**config.mk**
```make
export PLATFORM = sky130hd
export DESIGN_NAME = length_prefix_frame_decoder
export DESIGN_NICKNAME = d
export VERILOG_FILES = /design/src/rtl/lpfd_pkg.sv /design/src/rtl/lpfd_front.sv /design/src/rtl/lpfd_queue.sv /design/src/rtl/lpfd_back.sv /design/src/rtl/length_prefix_frame_decoder.sv
export SDC_FILE = /design/constraint.sdc
export NUM_CORES = 1
export LEC_CHECK = 0
export BUFFER_PORTS_ARGS = -buffer_cell sky130_fd_sc_hd__buf_4
export CORE_ASPECT_RATIO = 1.1
export CORE_MARGIN = 1.5
export CORE_UTILIZATION = 59
export CTS_CLUSTER_DIAMETER = 50
export DETAILED_ROUTE_END_ITERATION = 10
export PLACE_DENSITY = 0.88
export SYNTH_ARGS = -nofsm -noshare
export SYNTH_HDL_FRONTEND = slang
export SYNTH_SLANG_ARGS = --single-unit
```
**constraint.sdc**
```tcl
create_clock -name aclk -period 14.68 [get_ports aclk]
set_clock_uncertainty 0.1 [all_clocks]
set_input_delay 1.468 -clock aclk [delete_from_list [all_inputs] [get_ports aclk]]
set_output_delay 1.468 -clock aclk [all_outputs]
set_load 0.02 [all_outputs]
```
**src/rtl/lpfd_pkg.sv**
```systemverilog
// shared types and constants of the length-prefixed frame decoder
package lpfd_pkg;

    localparam logic [7:0] SEP_CHAR = 8'h2C;
    localparam logic [7:0] DIGIT_LO = 8'h30;
    localparam logic [7:0] DIGIT_HI = 8'h39;

    localparam logic [1:0] KIND_DATA        = 2'd0;
    localparam logic [1:0] KIND_EMPTY_STR   = 2'd1;
    localparam logic [1:0] KIND_EMPTY_FRAME = 2'd2;
    localparam logic [1:0] KIND_ERROR       = 2'd3;

    localparam logic [1:0] ERR_NONE   = 2'd0;
    localparam logic [1:0] ERR_NUMBER = 2'd1;
    localparam logic [1:0] ERR_COUNT  = 2'd2;
    localparam logic [1:0] ERR_LENGTH = 2'd3;

    typedef enum logic [1:0] {
        CLS_DIGIT,
        CLS_SEP,
        CLS_OTHER
    } cls_t;

    // one classified input word
    typedef struct packed {
        logic [7:0] byte_val;
        cls_t       cls;
        logic [3:0] digit;
    } tok_t;

    typedef struct packed {
        logic full;
        logic empty;
    } q_stat_t;

    // one result word
    typedef struct packed {
        logic [1:0] kind;
        logic [7:0] data;
        logic [3:0] idx;
        logic       str_end;
        logic       frm_end;
        logic [1:0] err;
        logic       last;
    } item_t;

endpackage

```
**src/rtl/lpfd_front.sv**
```systemverilog
// input side: accepts bytes and classifies them as digit, separator or other
module lpfd_front (
    input  logic                s_tvalid,
    output logic                s_tready,
    input  logic [7:0]          s_tdata,
    input  lpfd_pkg::q_stat_t   q_stat,
    output logic                q_push,
    output lpfd_pkg::tok_t      q_wdata
);
    import lpfd_pkg::*;

    logic [7:0] rel;

    assign s_tready = !q_stat.full;
    assign q_push   = s_tvalid && !q_stat.full;
    assign rel      = s_tdata - DIGIT_LO;

    always_comb begin
        q_wdata.byte_val = s_tdata;
        q_wdata.digit    = rel[3:0];
        if (s_tdata >= DIGIT_LO && s_tdata <= DIGIT_HI) begin
            q_wdata.cls = CLS_DIGIT;
        end else if (s_tdata == SEP_CHAR) begin
            q_wdata.cls = CLS_SEP;
        end else begin
            q_wdata.cls = CLS_OTHER;
        end
    end

endmodule

```
**src/rtl/lpfd_queue.sv**
```systemverilog
// short word queue between the classifier and the parser
module lpfd_queue #(
    parameter int DEPTH = 4
) (
    input  logic                aclk,
    input  logic                aresetn,
    input  logic                push,
    input  lpfd_pkg::tok_t      wdata,
    input  logic                pop,
    output lpfd_pkg::tok_t      rdata,
    output lpfd_pkg::q_stat_t   stat
);
    import lpfd_pkg::*;

    localparam int PW = (DEPTH > 1) ? $clog2(DEPTH) : 1;
    localparam int CW = $clog2(DEPTH + 1);

    tok_t          slot_reg [DEPTH];
    logic [PW-1:0] wr_ptr_reg, wr_ptr_next;
    logic [PW-1:0] rd_ptr_reg, rd_ptr_next;
    logic [CW-1:0] count_reg, count_next;
    logic          do_push, do_pop;

    assign stat.full  = (count_reg == CW'(DEPTH));
    assign stat.empty = (count_reg == '0);
    assign rdata      = slot_reg[rd_ptr_reg];
    assign do_push    = push && !stat.full;
    assign do_pop     = pop && !stat.empty;

    always_comb begin
        wr_ptr_next = wr_ptr_reg;
        rd_ptr_next = rd_ptr_reg;
        count_next  = count_reg;
        if (do_push) begin
            wr_ptr_next = (wr_ptr_reg == PW'(DEPTH - 1)) ? '0 : wr_ptr_reg + 1'b1;
        end
        if (do_pop) begin
            rd_ptr_next = (rd_ptr_reg == PW'(DEPTH - 1)) ? '0 : rd_ptr_reg + 1'b1;
        end
        if (do_push && !do_pop) begin
            count_next = count_reg + 1'b1;
        end else if (do_pop && !do_push) begin
            count_next = count_reg - 1'b1;
        end
    end

    always_ff @(posedge aclk) begin
        if (!aresetn) begin
            wr_ptr_reg <= '0;
            rd_ptr_reg <= '0;
            count_reg  <= '0;
        end else begin
            wr_ptr_reg <= wr_ptr_next;
            rd_ptr_reg <= rd_ptr_next;
            count_reg  <= count_next;
        end
    end

    always_ff @(posedge aclk) begin
        if (do_push) begin
            slot_reg[wr_ptr_reg] <= wdata;
        end
    end

    a_count_bound: assert property (@(posedge aclk) disable iff (!aresetn)
        count_reg <= CW'(DEPTH))
        else $error("queue count above depth");

endmodule

```
**src/rtl/lpfd_back.sv**
```systemverilog
// parser and emitter: header parsing, length table, payload tagging, empty-string markers
module lpfd_back #(
    parameter int MAX_STRINGS = 16,
    parameter int LENGTH_BITS = 16
) (
    input  logic              aclk,
    input  logic              aresetn,
    input  lpfd_pkg::tok_t    tok,
    input  logic              tok_valid,
    output logic              tok_pop,
    output logic              out_valid,
    input  logic              out_ready,
    output lpfd_pkg::item_t   out_item
);
    import lpfd_pkg::*;

    localparam int CW = $clog2(MAX_STRINGS + 1);
    localparam int AW = (MAX_STRINGS > 1) ? $clog2(MAX_STRINGS) : 1;
    localparam int NW = (LENGTH_BITS > 7) ? LENGTH_BITS : 7;
    localparam int VW = NW + 4;
    localparam logic [VW-1:0] LEN_MAX = VW'((64'd1 << LENGTH_BITS) - 64'd1);
    localparam logic [VW-1:0] CNT_SAT = VW'(MAX_STRINGS + 1);
    localparam logic [NW-1:0] CNT_MAX = NW'(MAX_STRINGS);

    typedef enum logic [1:0] {
        ST_COUNT,
        ST_LENGTHS,
        ST_SCAN,
        ST_PAYLOAD
    } st_t;

    st_t                  state_reg, state_next;
    logic [NW-1:0]        acc_reg, acc_next;
    logic                 dseen_reg, dseen_next;
    logic [CW-1:0]        total_reg, total_next;
    logic [CW-1:0]        lr_reg, lr_next;
    logic [CW-1:0]        cur_reg, cur_next;
    logic [LENGTH_BITS-1:0] done_reg, done_next;
    logic                 out_valid_reg, out_valid_next;
    item_t                item_reg, item_next;

    logic [LENGTH_BITS-1:0] tbl_mem [MAX_STRINGS];
    logic [LENGTH_BITS-1:0] rd_data_reg;
    logic [MAX_STRINGS-1:0] zmask_reg;

    logic                 adv, emit, restart, tbl_we;
    logic [VW-1:0]        acc_x10;
    logic [NW-1:0]        cnt_val;
    logic [CW:0]          cur_inc, lr_inc;
    logic                 more_after_cur, cur_empty, last_string;
    logic [CW+3:0]        cur_ext;
    logic [3:0]           idx;
    logic [LENGTH_BITS:0] done_inc;

    assign adv      = !out_valid_reg || out_ready;
    assign acc_x10  = VW'({acc_reg, 3'b000}) + VW'({acc_reg, 1'b0}) + VW'(tok.digit);
    assign cnt_val  = (acc_x10 > CNT_SAT) ? NW'(CNT_SAT) : NW'(acc_x10);
    assign cur_inc  = {1'b0, cur_reg} + 1'b1;
    assign lr_inc   = {1'b0, lr_reg} + 1'b1;
    assign cur_ext  = {4'b0000, cur_reg};
    assign idx      = cur_ext[3:0];
    assign done_inc = {1'b0, done_reg} + 1'b1;
    assign last_string = (cur_inc >= {1'b0, total_reg});
    // the next string is an empty one, so another marker follows in this run
    assign more_after_cur = !last_string && zmask_reg[cur_inc[AW-1:0]];
    assign cur_empty = (cur_reg < total_reg) && zmask_reg[cur_reg[AW-1:0]];

    always_comb begin
        state_next  = state_reg;
        acc_next    = acc_reg;
        dseen_next  = dseen_reg;
        total_next  = total_reg;
        lr_next     = lr_reg;
        cur_next    = cur_reg;
        done_next   = done_reg;
        item_next   = item_reg;
        emit        = 1'b0;
        restart     = 1'b0;
        tbl_we      = 1'b0;
        tok_pop     = 1'b0;

        if (adv) begin
            unique case (state_reg)
                ST_COUNT: begin
                    if (tok_valid) begin
                        tok_pop = 1'b1;
                        unique case (tok.cls)
                            CLS_DIGIT: begin
                                acc_next   = cnt_val;
                                dseen_next = 1'b1;
                            end
                            CLS_SEP: begin
                                if (!dseen_reg) begin
                                    emit      = 1'b1;
                                    restart   = 1'b1;
                                    item_next = '{KIND_ERROR, 8'd0, 4'd0, 1'b0, 1'b0,
                                                  ERR_NUMBER, 1'b1};
                                end else if (acc_reg > CNT_MAX) begin
                                    emit      = 1'b1;
                                    restart   = 1'b1;
                                    item_next = '{KIND_ERROR, 8'd0, 4'd0, 1'b0, 1'b0,
                                                  ERR_COUNT, 1'b1};
                                end else if (acc_reg == '0) begin
                                    emit      = 1'b1;
                                    restart   = 1'b1;
                                    item_next = '{KIND_EMPTY_FRAME, 8'd0, 4'd0, 1'b0, 1'b1,
                                                  ERR_NONE, 1'b1};
                                end else begin
                                    total_next = acc_reg[CW-1:0];
                                    lr_next    = '0;
                                    acc_next   = '0;
                                    dseen_next = 1'b0;
                                    state_next = ST_LENGTHS;
                                end
                            end
                            CLS_OTHER: begin
                                emit      = 1'b1;
                                restart   = 1'b1;
                                item_next = '{KIND_ERROR, 8'd0, 4'd0, 1'b0, 1'b0,
                                              ERR_NUMBER, 1'b1};
                            end
                        endcase
                    end
                end
                ST_LENGTHS: begin
                    if (tok_valid) begin
                        tok_pop = 1'b1;
                        unique case (tok.cls)
                            CLS_DIGIT: begin
                                if (acc_x10 > LEN_MAX) begin
                                    emit      = 1'b1;
                                    restart   = 1'b1;
                                    item_next = '{KIND_ERROR, 8'd0, 4'd0, 1'b0, 1'b0,
                                                  ERR_LENGTH, 1'b1};
                                end else begin
                                    acc_next   = NW'(acc_x10);
                                    dseen_next = 1'b1;
                                end
                            end
                            CLS_SEP: begin
                                if (!dseen_reg) begin
                                    emit      = 1'b1;
                                    restart   = 1'b1;
                                    item_next = '{KIND_ERROR, 8'd0, 4'd0, 1'b0, 1'b0,
                                                  ERR_NUMBER, 1'b1};
                                end else begin
                                    tbl_we     = (lr_reg < CW'(MAX_STRINGS));
                                    lr_next    = lr_inc[CW-1:0];
                                    acc_next   = '0;
                                    dseen_next = 1'b0;
                                    if (lr_inc >= {1'b0, total_reg}) begin
                                        cur_next   = '0;
                                        state_next = ST_SCAN;
                                    end
                                end
                            end
                            CLS_OTHER: begin
                                emit      = 1'b1;
                                restart   = 1'b1;
                                item_next = '{KIND_ERROR, 8'd0, 4'd0, 1'b0, 1'b0,
                                              ERR_NUMBER, 1'b1};
                            end
                        endcase
                    end
                end
                ST_SCAN: begin
                    if (cur_empty) begin
                        emit      = 1'b1;
                        item_next = '{KIND_EMPTY_STR, 8'd0, idx, 1'b1, last_string,
                                      ERR_NONE, !more_after_cur};
                        cur_next  = cur_inc[CW-1:0];
                    end else if (cur_reg >= total_reg) begin
                        restart = 1'b1;
                    end else begin
                        done_next  = '0;
                        state_next = ST_PAYLOAD;
                    end
                end
                ST_PAYLOAD: begin
                    if (tok_valid) begin
                        tok_pop = 1'b1;
                        emit    = 1'b1;
                        if (done_inc == {1'b0, rd_data_reg}) begin
                            item_next  = '{KIND_DATA, tok.byte_val, idx, 1'b1, last_string,
                                           ERR_NONE, !more_after_cur};
                            cur_next   = cur_inc[CW-1:0];
                            done_next  = '0;
                            state_next = ST_SCAN;
                        end else begin
                            item_next = '{KIND_DATA, tok.byte_val, idx, 1'b0, 1'b0,
                                          ERR_NONE, 1'b1};
                            done_next = done_inc[LENGTH_BITS-1:0];
                        end
                    end
                end
                default: begin
                    state_next = ST_COUNT;
                end
            endcase
        end

        if (restart) begin
            state_next = ST_COUNT;
            acc_next   = '0;
            dseen_next = 1'b0;
            total_next = '0;
            lr_next    = '0;
            cur_next   = '0;
            done_next  = '0;
        end

        if (emit) begin
            out_valid_next = 1'b1;
        end else if (out_ready) begin
            out_valid_next = 1'b0;
        end else begin
            out_valid_next = out_valid_reg;
        end
    end

    always_ff @(posedge aclk) begin
        if (!aresetn) begin
            state_reg     <= ST_COUNT;
            acc_reg       <= '0;
            dseen_reg     <= 1'b0;
            total_reg     <= '0;
            lr_reg        <= '0;
            cur_reg       <= '0;
            done_reg      <= '0;
            out_valid_reg <= 1'b0;
        end else begin
            state_reg     <= state_next;
            acc_reg       <= acc_next;
            dseen_reg     <= dseen_next;
            total_reg     <= total_next;
            lr_reg        <= lr_next;
            cur_reg       <= cur_next;
            done_reg      <= done_next;
            out_valid_reg <= out_valid_next;
        end
        item_reg <= item_next;
    end

    // length table; zero flags kept beside it for the empty-string search
    always_ff @(posedge aclk) begin
        if (tbl_we) begin
            tbl_mem[lr_reg[AW-1:0]]   <= acc_reg[LENGTH_BITS-1:0];
            zmask_reg[lr_reg[AW-1:0]] <= (acc_reg == '0);
        end
        rd_data_reg <= tbl_mem[cur_reg[AW-1:0]];
    end

    assign out_valid = out_valid_reg;
    assign out_item  = item_reg;

    a_total_bound: assert property (@(posedge aclk) disable iff (!aresetn)
        total_reg <= CW'(MAX_STRINGS))
        else $error("string count above table size");

    a_payload_len: assert property (@(posedge aclk) disable iff (!aresetn)
        state_reg == ST_PAYLOAD |-> (rd_data_reg != '0 && cur_reg < total_reg))
        else $error("payload with empty or out-of-frame string");

    a_err_code: assert property (@(posedge aclk) disable iff (!aresetn)
        out_valid_reg |-> ((item_reg.kind == KIND_ERROR) == (item_reg.err != ERR_NONE)))
        else $error("error code does not match item kind");

    a_scan_cur: assert property (@(posedge aclk) disable iff (!aresetn)
        state_reg == ST_SCAN |-> cur_reg <= total_reg)
        else $error("string index past frame during scan");

endmodule

```
**src/rtl/length_prefix_frame_decoder.sv**
```systemverilog
// path: an accepted byte goes through the queue and its first result is registered in
// the output item; the final length comma leads to the scan state before any marker
// throughput: one byte per cycle in header and payload while the output is taken;
// each string end and the end of the length list add a scan step for the table lookup,
// and each empty-string marker takes its own scan step
// reset: synchronous active-low aresetn clears parser, queue and output valid, not the table
module length_prefix_frame_decoder #(
    parameter int MAX_STRINGS = 16,
    parameter int LENGTH_BITS = 16,
    parameter int QUEUE_DEPTH = 4
) (
    input  logic        aclk,
    input  logic        aresetn,
    input  logic        s_tvalid,
    output logic        s_tready,
    input  logic [7:0]  s_tdata,   // [7:0] byte_value
    output logic        m_tvalid,
    input  logic        m_tready,
    output logic [15:0] m_tdata,   // [7:0] data_byte, [11:8] string_index,
                                   // [12] string_end, [13] frame_end, [15:14] error_code
    output logic [1:0]  m_tuser,   // [1:0] item_kind
    output logic        m_tlast    // last_of_run
);
    import lpfd_pkg::*;

    q_stat_t q_stat;
    tok_t    q_wdata;
    tok_t    q_rdata;
    logic    q_push;
    logic    q_pop;
    item_t   item;

    lpfd_front u_front (
        .s_tvalid (s_tvalid),
        .s_tready (s_tready),
        .s_tdata  (s_tdata),
        .q_stat   (q_stat),
        .q_push   (q_push),
        .q_wdata  (q_wdata)
    );

    lpfd_queue #(
        .DEPTH (QUEUE_DEPTH)
    ) u_queue (
        .aclk    (aclk),
        .aresetn (aresetn),
        .push    (q_push),
        .wdata   (q_wdata),
        .pop     (q_pop),
        .rdata   (q_rdata),
        .stat    (q_stat)
    );

    lpfd_back #(
        .MAX_STRINGS (MAX_STRINGS),
        .LENGTH_BITS (LENGTH_BITS)
    ) u_back (
        .aclk      (aclk),
        .aresetn   (aresetn),
        .tok       (q_rdata),
        .tok_valid (!q_stat.empty),
        .tok_pop   (q_pop),
        .out_valid (m_tvalid),
        .out_ready (m_tready),
        .out_item  (item)
    );

    assign m_tdata = {item.err, item.frm_end, item.str_end, item.idx, item.data};
    assign m_tuser = item.kind;
    assign m_tlast = item.last;

endmodule
```
==> results of run 1 <==
cells in the mapped netlist (11+ instances only):
cell / n / area [um^2]
edfxtp_1: 331 / 9940
mux4_2: 100 / 2250
dfxtp_1: 76 / 1520
ha_1: 65 / 813
nor2_1: 63 / 236
nand2_1: 60 / 225
a21oi_1: 56 / 280
inv_1: 43 / 161
xnor2_1: 28 / 245
clkbuf_1: 25 / 93.8
nand3_1: 25 / 125
o21ai_0: 23 / 115
nor3_1: 21 / 105
o21ai_1: 19 / 95.1
and3_1: 17 / 106
or3_1: 16 / 100
a21o_1: 14 / 105
xor2_1: 13 / 114
nand2b_1: 12 / 75.1
a22o_1: 11 / 96.3
buf_1: 11 / 41.3
tightest hold or removal path, stage by stage (launching register included):
cell and delay (ns):
dfxtp_1 0.33, mux2i_1 0.07, nor2_1 0.07
report_power, final:
part           total [mW]  internal (mW)  switching, mW  leakage (nW)
combinational       0.422          0.158          0.264          2.56
clock                1.08          0.640          0.444         0.686
sequential           1.37           1.32         0.0504          3.52
worst max-delay path by stage:
stage                   from                 end  slack, ns  depth (start not counted)
floorplan           register  u_back.out_item[0]       9.88                         12
global placement    register   u_back.acc_reg[5]       9.44                         14
detailed placement  register  u_back.acc_reg[11]       9.31                         14
CTS                 register   u_back.acc_reg[2]       9.23                         14
global route        register   u_back.acc_reg[8]       8.82                         14
finish              register   u_back.acc_reg[2]       9.21                         14
through the flow:
stage,std cells,hold slack (ns),instance area [um^2]
finish,1673,0.402,20300
global route,1673,0.438,20300
CTS,1673,0.403,20300
detailed placement,1597,0.386,18900
global placement,1597,0.373,18900
floorplan,1179,0.354,18100
cell families after synthesis:
logic type,count (synthesis),synth area share
AOI/OAI and AO/OA,183,0.0661
xor gates and xnor gates,41,0.0198
DFF,407,0.632
adders and majority gates,68,0.0482
buffers and inverters,91,0.0204
and+or+nand+nor,276,0.0817
muxes,113,0.132
routing by layer:
layer  share of wire  vias to the layer above  GRT usage
li1                -                     4716          -
met1            0.35                     5582      0.342
met2            0.51                      640      0.480
met3           0.075                      178     0.0415
met4           0.064                        0      0.159
met5               0                        -          0
cell usage in the layout (no fill, tap or decap), drive strengths merged, types with 17 or more instances in the layout:
cell type / netlist / layout
a21oi: 56 / 56
and3: 17 / 17
buf: 23 / 52
clkbuf: 25 / 54
dfxtp: 76 / 76
edfxtp: 331 / 331
ha: 65 / 65
inv: 43 / 47
mux4: 100 / 100
nand2: 60 / 60
nand3: 27 / 27
nor2: 63 / 63
nor3: 22 / 22
o21ai: 42 / 42
xnor2: 28 / 28
layout make-up:
class / instances / area share
flip-flops and latches: 407 / 0.565
multi-input cells: 681 / 0.313
clock buffers: 54 / 0.0559
well taps: 414 / 0.0255
repair buffers: 52 / 0.0192
clock inverters: 22 / 0.0134
inverters: 43 / 0.00795
==> impl_metrics.ini, run 1 <==
[status]
status = completed

[drt]
drtAntennaViolNets = 0
viasPerCell = 6.64
drc = 0
drt_iter0_drc = 1299
wl_per_cell_um = 25.6
finalWirelength_mm = 42.9
dr.pass1.iters = 5
route.vias.total = 11116

[critical_path]
cp.arrival_ns = 5.85
critPathSlowestCell = dfxtp_1
max_stage_delay_ns = 0.73
path_cells = mux4_2, inv_1, fa_1, fa_1, nand2b_1, a21oi_1, o21ai_1, a31o_1, a2bb2o_1, nor4_1, o41ai_4, buf_4, nor2b_1, a22o_1
cp-end-kind = register
r2r_slack_ns = 9.21
crit_top_cell = fa_1
path_max_fanout = 42
critical_path_class = register to register
reg2reg_to = u_back.acc_reg[2]
crit_buf_inv = 2
reg2regPathDepth = 14
required_ns = 15.07
startpoint_type = register
crit_family = compound AO/OA/AOI/OAI gates

[timing]
grt_setup_unrepaired = no
finalCritPeriodShare = 0.372
tightest_slew_ns = 1.24
fin_ws_ns = 9.21
maxSlewHeadroom = 0.174
report.final.slew_viol_count = 0
fmax_mhz = 183
hold_viol = 0
fin_crit_ns = 5.47
final-setup-viol-count = 0
tns_ns = 0

[power_and_ir_drop]
ir_drop_mv = 0.105
p_leak_nw = 6.76
power_density_nw_per_um2 = 142
finalPower_mw = 2.88

[cts]
postCtsSetupBuffers = 0
cts_tree = done
htreeDepth = 2
clock-sinks = 407
clkTransAtPathRegs_ns = 0.06
holdBufCountCts = 0
postCtsResizedCells = 0
worstSkewPairLatency_ns = 0.56
root_buffer = clkbuf_16
cts_made_buffers = 41
cts.path.max_buffers = 3

[run]
maxCapViolations = 0

[global_route]
gr-usage-all-layers = 0.281
grt_pass1_vias = 11283
antenna_found_initial = 0
grt_pass1_wl_mm = 66.2
grt_overflow = 0
grt_max_degree = 69

[place]
port_buffers = 32
post-place-ws_ns = 9.31
routabilityCongestion = 0.911
hpwl_mm = 25.9

[synth]
avgSynthCellArea_um2 = 15.4
synth_edf_count = 331
synthArstFlopShare = 0
synth_flop_cell = edfxtp_1
synth_nets = 1259
synth_area_um2 = 18100
seq_area_frac_synth = 0.632
ys_warn_count = 0
synth_cells = 1179
ys_ff_latch = 407
synthDistinctLibCells = 80

[die]
chipWidth_um = 170
die_area_um2 = 31800
initial_utilization = 0.597
core_um2 = 30300
num_rows = 67
fp.dieH_um = 187
pin_count = 33

[finish]
finalNetCount = 1306
largest_reg_flops = 256
n_fill_cell = 1925
drive_above_1_share = 0.200
multiInputGateArea_um2 = 6360
areaGrowthSynthToFinish_pct = 12.0
num_antenna_cells = 0
utilization = 0.669
ff_latch_area_um2 = 11500

[min_path]
hold_end = u_back.total_reg[3]
whs_path_depth = 2
min_from = u_back.total_reg[3]
hp-class = register to register
(Power assumes the default switching activity.)
==> run 2, diff against run 1 <==
clock period = 5.6 ns   (was 14.68 ns; I/O delays follow)
==> run 2 against run 1 <==
  * Maximum frequency increased by 9.8%
  * Count of clock-buffer cells in the layout shrank 3
  * Highest routed layer unchanged
  * Critical endpoint is now u_back.acc_reg[3]
  * Sequential share of layout area rose by 0.29 points
  * Critical path depth fell by 1
  * Clock power rose by 140%
  * Utilization shrank 0.34 points
  * First-iteration DRC count is 8.7% lower
==> impl_metrics.ini, run 2 (same netlist as run 1, synthesis figures left out) <==
[status]
status = completed

[finish]
drive_above_1_share = 0.201
areaGrowthSynthToFinish_pct = 11.5
largest_reg_flops = 256
finalNetCount = 1309
final_cell_mix = edfxtp_1, mux4_2, dfxtp_1, ha_1, nand2_1
mostFrequentLayoutCell = edfxtp_1
num_antenna_cells = 0
utilization = 0.666
stdcell_count = 1673

[power_and_ir_drop]
power_density_nw_per_um2 = 361
p_leak_nw = 6.65
ir_drop_mv = 0.338

[timing]
final-setup-viol-count = 0
maxSlewHeadroom = 0.212
report.final.slew_viol_count = 0
tightest_slew_ns = 1.18
finalCritPeriodShare = 0.889
tns_ns = 0
fin_crit_ns = 4.98
grt_setup_unrepaired = no
fmax_mhz = 201
hold_viol = 0

[global_route]
use_met3 = 0.0466
use_met1 = 0.318
gr-usage-all-layers = 0.268
antenna_found_initial = 0
grt_max_degree = 57
grt_pass1_vias = 10981
grt.busiest_layer = met2
grt_pass1_wl_mm = 63.3
grt.met2_usage = 0.476
grt_overflow = 0

[critical_path]
startpoint_type = register
required_ns = 5.98
critical_path_class = register to register
path_max_fanout = 10
cp.arrival_ns = 5.36
r2r_slack_ns = 0.62
cp-end-kind = register

[drt]
drt_iter0_drc = 1186
viasPerCell = 6.46
finalWirelength_mm = 41.5
drtAntennaViolNets = 0
drc = 0
wl_per_cell_um = 24.8
route.vias.total = 10803
dr.pass1.iters = 6

[cts]
root_buffer = clkbuf_16
clock-sinks = 407
worstSkewPairLatency_ns = 0.55
clkTransAtPathRegs_ns = 0.06
postCtsSetupBuffers = 0
postCtsResizedCells = 0
cts.path.max_buffers = 3
cts_made_buffers = 40
htreeDepth = 2
cts_tree = done
holdBufCountCts = 0

[die]
fp.dieH_um = 187
pin_count = 33
num_rows = 67
chipWidth_um = 170
core_um2 = 30300
die_area_um2 = 31800
initial_utilization = 0.597

[place]
routabilityCongestion = 0.876
hpwl_mm = 25.3
port_buffers = 32
numPlacedInstances = 1601

[min_path]
hp-class = input pin to register

[run]
maxCapViolations = 0
## run 2: changes by cell type in the layout (fill, tap and decap cells not counted), moves of 2 or more
cell / change
clkinv_2: +3
buf_4: +4
bufinv_16: -3
clkbuf_16: -2
## run 2: cell type report
cell class	instances	area, um^2
Fill cell	1925	10100
Timing Repair Buffer	56	420
Tap cell	414	518
Inverter	43	161
Clock inverter	21	193
Clock buffer	51	1080
Sequential cell	407	11500
Multi-Input combinational cell	681	6360
## run 2: power by group
part	total [mW]	internal [mW]	switching (mW)	leakage [nW]
sequential	3.57	3.46	0.112	3.45
clock	2.60	1.47	1.13	0.626
combinational	1.13	0.428	0.702	2.57
total	7.30	5.36	1.94	6.65
## run 2: layer usage
layer	wire length, um	share of wire
met1	14600	0.35
met2	21900	0.53
met3	3050	0.073
met4	1930	0.047
met5	0	0
## run 2: stage by stage
step	worst slack (ns)	hold slack, ns	power (mW)	cell area [um^2]
6_report	0.621	0.119	7.30	20200
5_1_grt	0.262	0.117	7.54	20200
4_1_cts	0.634	0.109	7.31	20200
3_5_place_dp	0.780	0.375	4.74	18900
3_3_place_gp	0.906	0.368	4.70	18900
2_1_floorplan	0.798	0.354	4.38	18100
## run 2: worst max-delay path, stage by stage, from the launching register on
cell,delay [ns]
dfxtp_1,0.48
mux4_2,0.54
inv_1,0.10
fa_1,0.46
fa_1,0.47
nand2b_1,0.19
a21oi_1,0.30
o21ai_1,0.15
a31o_1,0.22
a2bb2o_1,0.30
nor4_1,0.55
o41ai_4,0.18
nor2b_1,0.61
a22o_1,0.26
## run 2: final timing paths
check | start | to | cells after the start
worst max-delay path | register | u_back.acc_reg[3] | 13
worst min-delay path | s_tdata[7] | u_queue.slot_reg[2][13] | 1
worst max register to register | register | u_back.acc_reg[3] | 13
worst min register to register | u_queue.rd_ptr_reg[1] | u_queue.rd_ptr_reg[1] | 2
